===== config.mk =====
export PLATFORM = sky130hd
export DESIGN_NAME = serial_rgb_led_pulse_encoder_core
export DESIGN_NICKNAME = d
export VERILOG_FILES = /design/src/hw/rtl/srle_pkg.sv /design/src/hw/rtl/srle_front.sv /design/src/hw/rtl/srle_queue.sv /design/src/hw/rtl/srle_back.sv /design/src/hw/rtl/serial_rgb_led_pulse_encoder_core.sv
export SDC_FILE = /design/constraint.sdc
export NUM_CORES = 1
export LEC_CHECK = 0
export ABC_CLOCK_PERIOD_IN_PS = 2500
export BUFFER_PORTS_ARGS = -buffer_cell sky130_fd_sc_hd__buf_4
export CAP_MARGIN = 20
export CORE_ASPECT_RATIO = 1.75
export CORE_MARGIN = 2
export CORE_UTILIZATION = 52
export DETAILED_ROUTE_END_ITERATION = 16
export PLACE_DENSITY = 0.75
export SLEW_MARGIN = 5
export SYNTH_ARGS = -nofsm -noshare
export SYNTH_HDL_FRONTEND = slang
export SYNTH_SLANG_ARGS = --single-unit

===== constraint.sdc =====
create_clock -name clk -period 2.5 [get_ports clk]
set_input_delay 0.25 -clock clk [delete_from_list [all_inputs] [get_ports clk]]
set_output_delay 0.25 -clock clk [all_outputs]
set_load 0.005 [all_outputs]

===== src/hw/rtl/srle_pkg.sv =====
package srle_pkg;

  localparam int ColourWidth = 8;
  localparam int TickWidth   = 8;
  localparam int LatchWidth  = 17;
  localparam int WordWidth   = 3 * ColourWidth;
  localparam int BitCntWidth = $clog2(WordWidth);

  localparam logic [BitCntWidth-1:0] LAST_BIT = BitCntWidth'(WordWidth - 1);

  localparam logic [1:0] CFG_SHORT_TICKS = 2'd0;
  localparam logic [1:0] CFG_LONG_TICKS  = 2'd1;
  localparam logic [1:0] CFG_RESET_TICKS = 2'd2;

  localparam logic [TickWidth-1:0]  SHORT_TICKS_RESET = 8'd30;
  localparam logic [TickWidth-1:0]  LONG_TICKS_RESET  = 8'd90;
  localparam logic [LatchWidth-1:0] RESET_TICKS_RESET = 17'd80000;

  typedef struct packed {
    logic [ColourWidth-1:0] red;
    logic [ColourWidth-1:0] green;
    logic [ColourWidth-1:0] blue;
    logic                   frame_start;
  } pixel_t;

  typedef struct packed {
    logic [TickWidth-1:0]  high_ticks;
    logic [LatchWidth-1:0] low_ticks;
    logic                  last;
  } pulse_t;

  typedef struct packed {
    logic [WordWidth-1:0] word;
    logic                 frame_start;
  } cmd_t;

  typedef struct packed {
    logic [TickWidth-1:0]  short_ticks;
    logic [TickWidth-1:0]  long_ticks;
    logic [LatchWidth-1:0] reset_ticks;
  } timing_t;

endpackage


===== src/hw/rtl/srle_front.sv =====
module srle_front
  import srle_pkg::*;
(
  input  logic   clk,
  input  logic   rst,
  input  logic   pixel_valid,
  output logic   pixel_ready,
  input  pixel_t pixel,
  output logic   cmd_valid,
  input  logic   cmd_ready,
  output cmd_t   cmd
);

  logic held;
  cmd_t cmd_reg;

  assign pixel_ready = !held || cmd_ready;
  assign cmd_valid   = held;
  assign cmd         = cmd_reg;

  always_ff @(posedge clk) begin
    if (rst) begin
      held <= 1'b0;
    end else if (pixel_ready) begin
      held <= pixel_valid;
    end
  end

  // Bytes go out green first, then red, then blue, most significant bit first.
  always_ff @(posedge clk) begin
    if (pixel_valid && pixel_ready) begin
      cmd_reg.word        <= {pixel.green, pixel.red, pixel.blue};
      cmd_reg.frame_start <= pixel.frame_start;
    end
  end

endmodule


===== src/hw/rtl/srle_queue.sv =====
module srle_queue
  import srle_pkg::*;
(
  input  logic clk,
  input  logic rst,
  input  logic wr_valid,
  output logic wr_ready,
  input  cmd_t wr_data,
  output logic rd_valid,
  input  logic rd_ready,
  output cmd_t rd_data
);

  cmd_t       entries [2];
  logic       wr_ptr;
  logic       rd_ptr;
  logic [1:0] count;
  logic       push;
  logic       pop;

  assign wr_ready = (count != 2'd2);
  assign rd_valid = (count != 2'd0);
  assign rd_data  = entries[rd_ptr];
  assign push     = wr_valid && wr_ready;
  assign pop      = rd_valid && rd_ready;

  always_ff @(posedge clk) begin
    if (rst) begin
      wr_ptr <= 1'b0;
      rd_ptr <= 1'b0;
      count  <= 2'd0;
    end else begin
      if (push) begin
        wr_ptr <= !wr_ptr;
      end
      if (pop) begin
        rd_ptr <= !rd_ptr;
      end
      if (push && !pop) begin
        count <= count + 2'd1;
      end else if (pop && !push) begin
        count <= count - 2'd1;
      end
    end
  end

  always_ff @(posedge clk) begin
    if (push) begin
      entries[wr_ptr] <= wr_data;
    end
  end

endmodule


===== src/hw/rtl/srle_back.sv =====
module srle_back
  import srle_pkg::*;
(
  input  logic    clk,
  input  logic    rst,
  input  timing_t timing,
  input  logic    cmd_valid,
  output logic    cmd_ready,
  input  cmd_t    cmd,
  output logic    pulse_valid,
  input  logic    pulse_ready,
  output pulse_t  pulse
);

  logic                   busy;
  logic                   latch_pending;
  logic [WordWidth-1:0]   word;
  logic [BitCntWidth-1:0] bit_cnt;
  logic                   out_valid;
  pulse_t                 out_reg;
  logic                   load;
  logic                   emit;
  logic                   cur_bit;

  assign cmd_ready   = !busy;
  assign load        = !busy && cmd_valid;
  assign emit        = busy && (!out_valid || pulse_ready);
  assign cur_bit     = word[WordWidth-1];
  assign pulse_valid = out_valid;
  assign pulse       = out_reg;

  always_ff @(posedge clk) begin
    if (rst) begin
      busy      <= 1'b0;
      out_valid <= 1'b0;
    end else begin
      if (emit) begin
        out_valid <= 1'b1;
      end else if (pulse_ready) begin
        out_valid <= 1'b0;
      end
      if (load) begin
        busy <= 1'b1;
      end else if (emit && !latch_pending && bit_cnt == LAST_BIT) begin
        busy <= 1'b0;
      end
    end
  end

  always_ff @(posedge clk) begin
    if (load) begin
      word          <= cmd.word;
      latch_pending <= cmd.frame_start;
      bit_cnt       <= '0;
    end else if (emit) begin
      if (latch_pending) begin
        latch_pending      <= 1'b0;
        out_reg.high_ticks <= '0;
        out_reg.low_ticks  <= timing.reset_ticks;
        out_reg.last       <= 1'b0;
      end else begin
        word    <= {word[WordWidth-2:0], 1'b0};
        bit_cnt <= bit_cnt + 1'b1;
        out_reg.high_ticks <= cur_bit ? timing.long_ticks : timing.short_ticks;
        out_reg.low_ticks  <= LatchWidth'(cur_bit ? timing.short_ticks : timing.long_ticks);
        out_reg.last       <= (bit_cnt == LAST_BIT);
      end
    end
  end

endmodule


===== src/hw/rtl/serial_rgb_led_pulse_encoder_core.sv =====
// One-wire RGB LED line encoder. Each pixel request carries red, green and
// blue bytes and a frame-start flag; the block answers with one pulse
// request per data bit, 24 in all, green byte first, each byte most
// significant bit first. A one is a long high and a short low, a zero a short
// high and a long low. A frame-start pixel is preceded by a latch pulse with
// zero high time and reset_ticks of low time. The last data pulse of a pixel
// carries last set.
// Timing registers are written through the cfg channel (index 0 short_ticks,
// 1 long_ticks, 2 reset_ticks); other indexes are ignored.
// The first pulse passes through the front register, the queue, the
// serialiser word register and the pulse register. The serialiser gives one
// pulse per cycle while the receiver keeps up, and takes the next pixel only
// after the last pulse of the current one. Two pixels can wait in the queue
// behind the serialiser, so the pixel side keeps taking requests while a
// pulse waits. When the receiver stalls, the pulse register holds its value
// and the stall spreads back to the pixel side once the queue is full.
// Reset empties the front stage, the queue and the serialiser and restores
// the timing registers to 30, 90 and 80000 ticks.
module serial_rgb_led_pulse_encoder_core
  import srle_pkg::*;
(
  input  logic                  clk,
  input  logic                  rst,
  input  logic                  pixel_valid,
  output logic                  pixel_ready,
  input  pixel_t                pixel,
  output logic                  pulse_valid,
  input  logic                  pulse_ready,
  output pulse_t                pulse,
  input  logic                  cfg_valid,
  output logic                  cfg_ready,
  input  logic [1:0]            cfg_index,
  input  logic [LatchWidth-1:0] cfg_data
);

  timing_t timing;
  logic    f_valid;
  logic    f_ready;
  cmd_t    f_cmd;
  logic    q_valid;
  logic    q_ready;
  cmd_t    q_cmd;

  assign cfg_ready = 1'b1;

  always_ff @(posedge clk) begin
    if (rst) begin
      timing.short_ticks <= SHORT_TICKS_RESET;
      timing.long_ticks  <= LONG_TICKS_RESET;
      timing.reset_ticks <= RESET_TICKS_RESET;
    end else if (cfg_valid) begin
      case (cfg_index)
        CFG_SHORT_TICKS: timing.short_ticks <= cfg_data[TickWidth-1:0];
        CFG_LONG_TICKS:  timing.long_ticks  <= cfg_data[TickWidth-1:0];
        CFG_RESET_TICKS: timing.reset_ticks <= cfg_data;
        default: begin
        end
      endcase
    end
  end

  srle_front u_front (
    .clk         (clk),
    .rst         (rst),
    .pixel_valid (pixel_valid),
    .pixel_ready (pixel_ready),
    .pixel       (pixel),
    .cmd_valid   (f_valid),
    .cmd_ready   (f_ready),
    .cmd         (f_cmd)
  );

  srle_queue u_queue (
    .clk      (clk),
    .rst      (rst),
    .wr_valid (f_valid),
    .wr_ready (f_ready),
    .wr_data  (f_cmd),
    .rd_valid (q_valid),
    .rd_ready (q_ready),
    .rd_data  (q_cmd)
  );

  srle_back u_back (
    .clk         (clk),
    .rst         (rst),
    .timing      (timing),
    .cmd_valid   (q_valid),
    .cmd_ready   (q_ready),
    .cmd         (q_cmd),
    .pulse_valid (pulse_valid),
    .pulse_ready (pulse_ready),
    .pulse       (pulse)
  );

endmodule


* Word level (Yosys, flattened, before mapping)
Memory sizes are Yosys's and may differ from the RTL's. A register that Yosys moved wholly into a read port is not among the register bits.
Index checks and enable logic that the tools add are counted.
** Word-level totals
- RAM bits :: 50
- Register bits after elaboration :: 121
- Word-level logic and storage cells :: 76
- Memories kept :: 1
- Output and inout port bits :: 29
- Input bits :: 49
** Memory list
- u_queue.entries :: depth 2, width 25, read ports 1, clocked after Yosys merged registers in 1, wr ports 1, RTL line srle_queue.sv:14 : cmd_t entries [2];
** Operators by class
- Bitwise operators :: 2
- Equality and inequality tests :: 5
- Reduce and logical (&&, ||, !) cells :: 30
- Muxes and demuxes :: 18
- $add $sub $neg :: 3
** Operators by type and width (number)
- two-way mux 24 bit :: 3
- two-way mux 18 bit :: 1
- two-way mux 8 bit :: 2
- AND reduction 2 bit :: 6
- two-way mux 1 bit :: 10
- nonzero test 2 bit :: 5
- logical AND 1 bit :: 8
- zero test 1 bit :: 8
- adder 5 x 1 -> 5 bit, second input constant :: 1
- == test 5 bit, second input constant :: 1
- two-way mux 2 bit :: 2
- inequality test 2 bit, second input constant :: 2
- adder 2 x 1 -> 2 bit, second input constant :: 1
- == test 2 x 1 -> 1 bit, second input constant :: 1
- == test 2 bit, second input constant :: 1
- zero test 2 bit :: 1
- logical OR 1 bit :: 2
- inverter 1 bit :: 2
- subtractor 2 x 1 -> 2 bit, second input constant :: 1

* Logic depth before layout (Yosys ltp)
Gate-level depths: netlist (run 1).
- Depth after elaboration :: 7
- Gate-level depth with buffers :: 9
- Gate-level depth less buffers :: 7

* Hierarchy
Synthesis (run 1) repeated with hierarchy kept, for this count alone.
** Second synthesis, totals
- Cell total of the unflattened synthesis :: 497
- Area, all modules :: 6795.3 um^2
** Modules (own cells, without submodules)
- srle_back :: cells each 225, times used 1, sequential area each 1671.6 um^2, area an instance 2549.9 um^2
- srle_queue :: cells each 102, times used 1, sequential area each 1601.5 um^2, area an instance 2025.7 um^2
- serial_rgb_led_pulse_encoder_core :: cells each 140, times used 1, sequential area each 660.6 um^2, area an instance 1413.9 um^2
- srle_front :: cells each 30, times used 1, sequential area each 770.7 um^2, area an instance 805.8 um^2

* Worst setup path after synthesis (run 1)
No wires, ideal clock.
- Path type :: register to register
- Start point :: reg u_back.latch_pending
- End point :: reg u_back.word[0], enable pin
- Cell stages (with the launch flop) :: 3
- Clock period less this slack :: 2735 ps
- Required time :: 2062 ps
- Arrival time :: 2296 ps
- Library setup time :: 438 ps
- Setup slack :: -235 ps
- Path buffers :: 0
- Cells stage by stage :: edfxtp_1 > nand2b_1 > o21ai_0
** Between the ends
- Longest elaborated chain between the ends :: 2
** RTL lines
- from (decl) :: RTL line srle_back.sv:16 : logic latch_pending;
- from (signal assigned) :: RTL line srle_back.sv:53 : latch_pending <= cmd.frame_start;
- inequality test 2 bit (no line)
- AND reduction 2 bit (no line)
- to (signal assigned) :: RTL line srle_back.sv:52 : word <= cmd.word;
- to (signal assigned) :: RTL line srle_back.sv:62 : word <= {word[WordWidth-2:0], 1'b0};
- to (decl) :: RTL line srle_back.sv:17 : logic [WordWidth-1:0] word;
No other way between the ends.
A chain may end at the register's enable or synchronous reset.

* Worst setup path in the final report (run 1)
- Start point :: reg u_queue.count[1]
- End point :: reg u_queue.count[1]
** Between the ends
- Longest elaborated chain between the ends :: 5
- Elaborated cells on any way between the ends :: 13
- Those cells by class :: add/sub: 2; eq/ne: 1; mux: 2; reduce/logical: 8
** RTL lines
- from (decl) :: RTL line srle_queue.sv:17 : logic [1:0] count;
- from (signal assigned) :: RTL line srle_queue.sv:40 : count <= count + 2'd1;
- from (signal assigned) :: RTL line srle_queue.sv:42 : count <= count - 2'd1;
- parallel branches: the longest is 5 deep, another holds subtractor 2 x 1 -> 2 bit
Several ways; the timed one is not identified. The select of a mux whose other input is x is not followed.

==> reports/metrics.csv, run 1 <==
stage,metric,value,unit
outcome,outcome,completed,
global_routing,Overflow after GRT,0,
setup_path,reg-to-reg startpoint,u_queue.count[1],
place,IO Port Bufs,76,
clock_tree,CTS Buf Count,17,
synthesis,Synth area leaders,"edfxtp_1, dfxtp_1, mux2i_1, nand2_1, o21ai_0",
synthesis,"flops & latches, synth",172,
cells_and_area,Area Overhead vs Synth,23.3,%
floorplanning,num ports,78,
cells_and_area,Final Instance Count excl. Fillers,752,
route,Vias,3758,
synthesis,"top cells by count, synth","edfxtp_1, nand2_1, mux2i_1, dfxtp_1, nor2_1",
setup_path,"Max FO, Critical Path",5,
global_routing,total track usage,16.5,%
place,Inst Count DP,693,
setup_path,Critical Path Source Type,flop,
global_routing,largest net degree at the start of global routing,49,
route,wire per inst,13.8,um
synthesis,Yosys top cell area share,58.2,%
floorplanning,die extent in x,88.5,um
clock_tree,clock root buffer,clkbuf_16,
setup_path,critical path arrival,2.07,ns
cells_and_area,Final nets,622,
min_path,HP Start,cfg_data[12],
timing,final setup fails,0,
synthesis,Syn Nets,519,
synthesis,"count leader, synth",edfxtp_1,
synthesis,top_reg_cell synth,edfxtp_1,
route,DR vias/cell,5.00,
setup_path,WS Path Type,reg -> reg,
synthesis,Post-synth ARST share,0,%
min_path,HP Class,in -> reg,
place,GPL Wtd Cong,0.771,
synthesis,Post-Syn Instances,468,
synthesis,number of synthesized flops with an enable pin,126,
global_routing,vias in the first global route,3804,
synthesis,Yosys warnings,0,
cells_and_area,max reg flops,50,
pwr,leak pwr,3.05,nW
global_routing,GR Util met2,29.3,%
floorplanning,Die Y,152,um
clock_tree,CTS sink count,172,
timing,Slew @ Worst Pin,0.668,ns
cells_and_area,final instance area,0.00801,mm2
timing,final hold violation count,0,
synthesis,post-synthesis sequential area ratio,72.4,%
route,Iter 0 DRT Violations,233,
setup_path,crit path launch,u_queue.count[1],
global_routing,antenna violations before repair,0,
place,area of placed instances,0.00716,mm2
timing,final worst path period share,68.9,%
floorplanning,Core Box Area,0.0124,mm2
place,post-DP HPWL,6740,um
pwr,PD cells,1040,mW/mm2
global_routing,met3 usage,4.02,%
floorplanning,Die ar.,0.0134,mm2
clock_tree,CTS resizes,0,
cells_and_area,antenna diode count,0,
floorplanning,num rows,54,
timing,RSZ-0062 raised after global routing,false,
global_routing,most used routing layer,met2,
clock_tree,clk_lat worst skew,0.42,ns
synthesis,"Cell Area, Synth",0.00650,mm2
timing,maximum clock rate,581,MHz
timing,Rel. slew slack,55.4,%
timing,minimum clock period,1.72,ns
clock_tree,CTS tree,done,
clock_tree,clk slew on worst S/H paths,0.06,ns
run,Max Cap Viol,0,
route,Post-route DRC,0,
setup_path,CP Data Required Time,2.85,ns
timing,clock skew,0.00937,ns
route,routed wire length,10400,um
pwr,Peak VDD IR,0.715,mV
timing,Setup TNS,0,ns
global_routing,met1 global-route usage,17.9,%
timing,Max Transition Viols Final,0,
synthesis,"area leader, netlist",edfxtp_1,
timing,worst hold slack,0.0482,ns
cells_and_area,"Most flops, register",u_queue.entries,
clock_tree,CTS max path bufs,2,
floorplanning,Starting Density,52.6,%
global_routing,first-pass GRT wire length,17100,um
clock_tree,H-tree depth,4,
cells_and_area,share of cells above drive strength 1,21.6,%
synthesis,Mapped Avg Cell Area,13.9,um2
synthesis,Netlist cell types,35,
setup_path,crit path capture type,flop,
route,antenna-violating nets left,0,
route,1st-pass router iterations,5,
-- worst paths after layout --
path / to / slack (ns) / cells after the start
max: u_queue.count[1] / 0.78 / 5
min: timing[12] / 0.05 / 3
max reg2reg: u_queue.count[1] / 0.78 / 5
min reg2reg: u_queue.entries[1][11] / 0.44 / 0
-- worst max-delay path, stage by stage (launching register included) --
cell     delay, ns
dfxtp_1       0.36
nor2b_1       0.32
nor2_1        0.09
ha_1          0.33
or3_1         0.39
a21oi_1       0.16
-- kinds of logic (layout without fill, tap and decap cells) --
logic type               count (synthesis)  after routing  synth area share (%)
buffers and inverters                   35            151                  3.31
other                                    1              1                0.0577
adder cells (fa/ha/maj)                  2              2                 0.385
multiplexers                            51             51                  7.86
XOR/XNOR                                 3              3                 0.404
flip-flops                             172            172                  72.4
AND/OR/NAND/NOR                        138            138                  9.82
AO/OA/AOI/OAI                           66             66                  5.78
-- layout make-up --
type                    instances  area [um2]
flip-flops and latches        172        4700
fillers                       900        4350
multi-input cells             261        1590
repair buffers                110         903
clock buffers                  18         429
well taps                     168         210
clock inverters                14         145
inverters                       9        33.8
-- where the power goes --
part	switching, W	internal (W)
clock	0.00112	0.00141
combinational	0.00102	0.000736
sequential	0.000183	0.00383
total	0.00232	0.00598
-- placed cells by master (no fill, tap or decap), drive strengths merged, types with 3 or more instances in the layout --
cell | synthesis | final
inv | 9 | 20
clkbuf | 10 | 18
dlygate4sd3 | 0 | 25
xor2 | 3 | 3
mux2i | 51 | 51
buf | 16 | 85
a21oi | 19 | 19
nor2b | 7 | 7
nand3 | 4 | 4
a211o | 8 | 8
edfxtp | 126 | 126
or3 | 3 | 3
dfxtp | 46 | 46
nor2 | 31 | 31
o21ai | 36 | 36
nand2 | 70 | 70
and2 | 10 | 10
nand3b | 7 | 7
-- per-stage QoR --
stage / power (W) / setup WS (ns) / utilization, %
after floorplan: 0.00530 / 0.333 / -
after global placement: 0.00568 / 0.601 / 57.9
after detailed placement: 0.00579 / 0.539 / 57.9
after CTS: 0.00836 / 0.505 / 64.6
after global routing: 0.00871 / 0.639 / 64.8
final: 0.00830 / 0.778 / 64.8
-- per-layer routing --
layer / vias to the layer above / share of wire (%)
met2: 94 / 56
met3: 14 / 3.9
met1: 1771 / 38
li1: 1879 / -
met4: 0 / 1.4
met5: - / 0
-- timing repair --
| action | 4_1_cts | 5_1_grt |
|---|---|---|
| endpoints found under the setup margin | 0 | 0 |
| endpoints found under the hold margin | 25 | 0 |
| hold buffers | 25 | 0 |
| setup buffers | 0 | 0 |
No activity file was read; power rests on OpenSTA's default activity.
==> inputs of run 2 (changes only) <==
--- a/config.mk
+++ b/config.mk
@@ -5,7 +5,8 @@
 export SDC_FILE = /design/constraint.sdc
 export NUM_CORES = 1
 export LEC_CHECK = 0
-export ABC_CLOCK_PERIOD_IN_PS = 2500
+export ABC_AREA = 1
+export ABC_CLOCK_PERIOD_IN_PS = 1400
 export BUFFER_PORTS_ARGS = -buffer_cell sky130_fd_sc_hd__buf_4
 export CAP_MARGIN = 20
 export CORE_ASPECT_RATIO = 1.75
==> constraint.sdc (replaced) <==
create_clock -name clk -period 1.4 [get_ports clk]
set_input_delay 0.14 -clock clk [delete_from_list [all_inputs] [get_ports clk]]
set_output_delay 0.14 -clock clk [all_outputs]
set_load 0.005 [all_outputs]
==> reports/metrics.csv, run 2 <==
stage,metric,value,unit,change
route,Vias,4382,,was 3758
place,post-DP HPWL,7690,um,was 6740 um
timing,maximum clock rate,719,MHz,was 581 MHz
cells_and_area,Final nets,759,,was 622
synthesis,"top cells by count, synth","nand2_1, edfxtp_1, o21ai_0, inv_1, dfxtp_1",,"was edfxtp_1, nand2_1, mux2i_1, dfxtp_1, nor2_1"
cells_and_area,area of the multi-input gates,0.00150,mm2,was 0.00159 mm2
synthesis,number of synthesized flops with an enable pin,126,,unchanged
place,IO Port Bufs,76,,unchanged
setup_path,CP Data Required Time,1.64,ns,was 2.85 ns
clock_tree,clk_lat worst skew,0.42,ns,about the same
synthesis,Syn Nets,622,,was 519
place,Inst Count DP,809,,was 693
global_routing,first-pass GRT wire length,18500,um,was 17100 um
clock_tree,CTS tree,done,,unchanged
synthesis,post-synthesis sequential area ratio,72.0,%,was 72.4%
timing,final worst path period share,99.3,%,was 68.9%
cells_and_area,most frequent cells in the layout,"nand2_1, edfxtp_1, buf_4",,"was edfxtp_1, buf_4, nand2_1"
clock_tree,CTS Buf Count,17,,unchanged
synthesis,Post-synth ARST share,0,%,unchanged
cells_and_area,"most common cell after layout, fill and taps aside",nand2_1,,was edfxtp_1
timing,Setup TNS,0,ns,unchanged
global_routing,vias in the first global route,4143,,was 3804
synthesis,Yosys top cell area share,57.9,%,was 58.2%
synthesis,"flops & latches, synth",172,,unchanged
setup_path,FF-to-FF End,u_back.word[7],,was u_queue.count[1]
cells_and_area,share of cells above drive strength 1,22.7,%,was 21.6%
global_routing,antenna violations before repair,0,,unchanged
synthesis,"Cell Area, Synth",0.00654,mm2,was 0.00650 mm2
synthesis,Yosys warnings,0,,unchanged
pwr,PD cells,1980,mW/mm2,was 1040 mW/mm2
setup_path,crit path capture type,flop,,unchanged
synthesis,Synth area leaders,"edfxtp_1, dfxtp_1, nand2_1, o21ai_0, inv_1",,"was edfxtp_1, dfxtp_1, mux2i_1, nand2_1, o21ai_0"
synthesis,Post-Syn Instances,571,,was 468
clock_tree,CTS max path bufs,2,,unchanged
clock_tree,H-tree depth,4,,unchanged
min_path,Hold Crit Endpoint,u_back.pulse_valid,,was timing[12]
pwr,leak pwr,3.50,nW,was 3.05 nW
global_routing,total track usage,17.7,%,was 16.5%
route,Iter 0 DRT Violations,243,,was 233
place,GPL Wtd Cong,0.819,,was 0.771
synthesis,Mapped Avg Cell Area,11.4,um2,was 13.9 um2
route,1st-pass router iterations,4,,was 5
floorplanning,num ports,78,,unchanged
pwr,Peak VDD IR,1.39,mV,was 0.715 mV
synthesis,"area leader, netlist",edfxtp_1,,unchanged
setup_path,Critical Path Source Type,flop,,unchanged
floorplanning,Die Y,152,um,about the same
pwr,overall power,0.0170,W,was 0.00830 W
cells_and_area,"Most flops, register",u_queue.entries,,unchanged
cells_and_area,antenna diode count,0,,unchanged
clock_tree,clock root buffer,clkbuf_16,,unchanged
min_path,Hold Path Depth,4,,was 3
synthesis,"count leader, synth",nand2_1,,was edfxtp_1
cells_and_area,Storage cell area,0.00471,mm2,was 0.00470 mm2
cells_and_area,Final Instance Count excl. Fillers,889,,was 752
route,Post-route DRC,0,,unchanged
setup_path,reg-to-reg startpoint,u_queue.count[1],,unchanged
floorplanning,die extent in x,88.8,um,was 88.5 um
floorplanning,num rows,54,,unchanged
floorplanning,Core Box Area,0.0124,mm2,unchanged
run,Max Cap Viol,0,,unchanged
global_routing,Overflow after GRT,0,,unchanged
setup_path,critical path arrival,1.63,ns,was 2.07 ns
clock_tree,clk slew on worst S/H paths,0.06,ns,about the same
timing,RSZ-0062 raised after global routing,true,,was false
timing,worst hold slack,0.0717,ns,was 0.0482 ns
cells_and_area,Util after Layout,69.5,%,was 64.8%
synthesis,top_reg_cell synth,edfxtp_1,,unchanged
setup_path,flop2flop setup slack,0.009,ns,was 0.78 ns
global_routing,largest net degree at the start of global routing,53,,was 49
setup_path,Reg2Reg Depth,6,,was 5
route,antenna-violating nets left,0,,unchanged
setup_path,WS Path Type,reg -> reg,,unchanged
timing,Max Transition Viols Final,0,,unchanged
cells_and_area,Filler cells,873,,was 900
route,DR vias/cell,4.93,,was 5.00
cells_and_area,Area Overhead vs Synth,31.5,%,was 23.3%
synthesis,Netlist cell types,30,,was 35
route,wire per inst,13.6,um,was 13.8 um
min_path,HP Start,pulse_ready,,was cfg_data[12]
clock_tree,CTS sink count,172,,unchanged
setup_path,"Max FO, Critical Path",26,,was 5
cells_and_area,max reg flops,50,,unchanged
floorplanning,Die ar.,0.0135,mm2,was 0.0134 mm2
min_path,HP Class,in -> reg,,unchanged
timing,clock skew,0.00788,ns,was 0.00937 ns
route,routed wire length,12100,um,was 10400 um
outcome,outcome,completed,,unchanged
timing,minimum clock period,1.39,ns,was 1.72 ns
floorplanning,Starting Density,52.9,%,was 52.6%
timing,final hold violation count,0,,unchanged
timing,final setup fails,0,,unchanged
-- run 2: changes by cell type after synthesis, moves of 6 or more --
cell and change:
nand2_1 +58, mux2i_1 -51, inv_1 +49, o21ai_0 +39, a21oi_1 +15, nor2_1 +15, nand3_1 +11, and2_1 -10
buf_6 -7, nor2b_1 -7, nand3b_1 -6
-- run 2: layout make-up --
type,count,area share (%)
sequential,172,54.8
inverter,62,2.84
tap,168,2.45
multi-input combinational,314,17.5
timing repair buffer,141,15.3
clock buffer,20,5.31
clock inverter,12,1.86
-- run 2: logic make-up (layout without fill, tap and decap cells) --
kind of cell               count (synthesis)  in the layout  synth area share [%]
AOI/OAI and AO/OA                        112            112                  9.09
muxes                                      2              2                 0.345
DFF                                      172            172                  72.0
buffers and inverters                     85            235                  5.84
and+or+nand+nor                          197            197                  12.3
adders and majority gates                  2              2                 0.383
other                                      1              1                0.0574
-- run 2: layer usage --
layer | global-route usage, % | wire (um) | part of all wire, % | up-vias
met5 | 0 | 0 | 0 | -
met4 | 7.43 | 306 | 2.5 | 0
met3 | 5.42 | 566 | 4.7 | 26
met2 | 31.2 | 6630 | 55 | 133
met1 | 19.1 | 4580 | 38 | 2031
li1 | - | - | - | 2192
-- run 2: how the worst max path moves through the flow --
stage / slack (ns) / from / depth (start not counted) / end
after floorplan: 0.007 / u_back.latch_pending / 3 / u_back.word[0]
after global placement: 0.04 / u_queue.count[1] / 8 / u_queue.count[1]
after detailed placement: -0.002 / u_queue.count[1] / 8 / u_queue.count[1]
after CTS: 0.005 / u_queue.count[1] / 8 / u_queue.count[1]
after global routing: -0.06 / u_queue.count[1] / 7 / u_queue.count[1]
final: 0.009 / u_queue.count[1] / 6 / u_back.word[7]
-- run 2: power breakdown --
| part | total, W | internal, W | leakage, nW | switching (W) |
|---|---|---|---|---|
| clock network | 0.00482 | 0.00292 | 0.302 | 0.00190 |
| registers | 0.00748 | 0.00706 | 1.57 | 0.000418 |
| logic | 0.00472 | 0.00208 | 1.62 | 0.00264 |
| total | 0.0170 | 0.0121 | 3.50 | 0.00496 |
-- run 2: timing repair --
action | CTS | global route
pin swaps | 0 | 5
resized for setup | 1 | 8
hold buffers | 42 | 0
setup endpoints to repair | 1 | 27
gates cloned | 0 | 2
setup buffers | 0 | 5
endpoints found under the hold margin | 53 | 0
-- run 2: worst max-delay path, stage by stage, from the launching register on --
cell and delay [ns]:
dfxtp_4 0.35, buf_12 0.12, o21ai_4 0.22, buf_4 0.17, clkbuf_16 0.19, nand2_1 0.06, o21ai_0 0.09
-- run 2: per-stage QoR --
step           setup slack (ns)  instance area, um2
2_1_floorplan           0.00730                6580
3_3_place_gp             0.0400                7420
3_5_place_dp           -0.00164                7420
4_1_cts                 0.00509                8460
5_1_grt                 -0.0582                8600
6_report                0.00936                8600
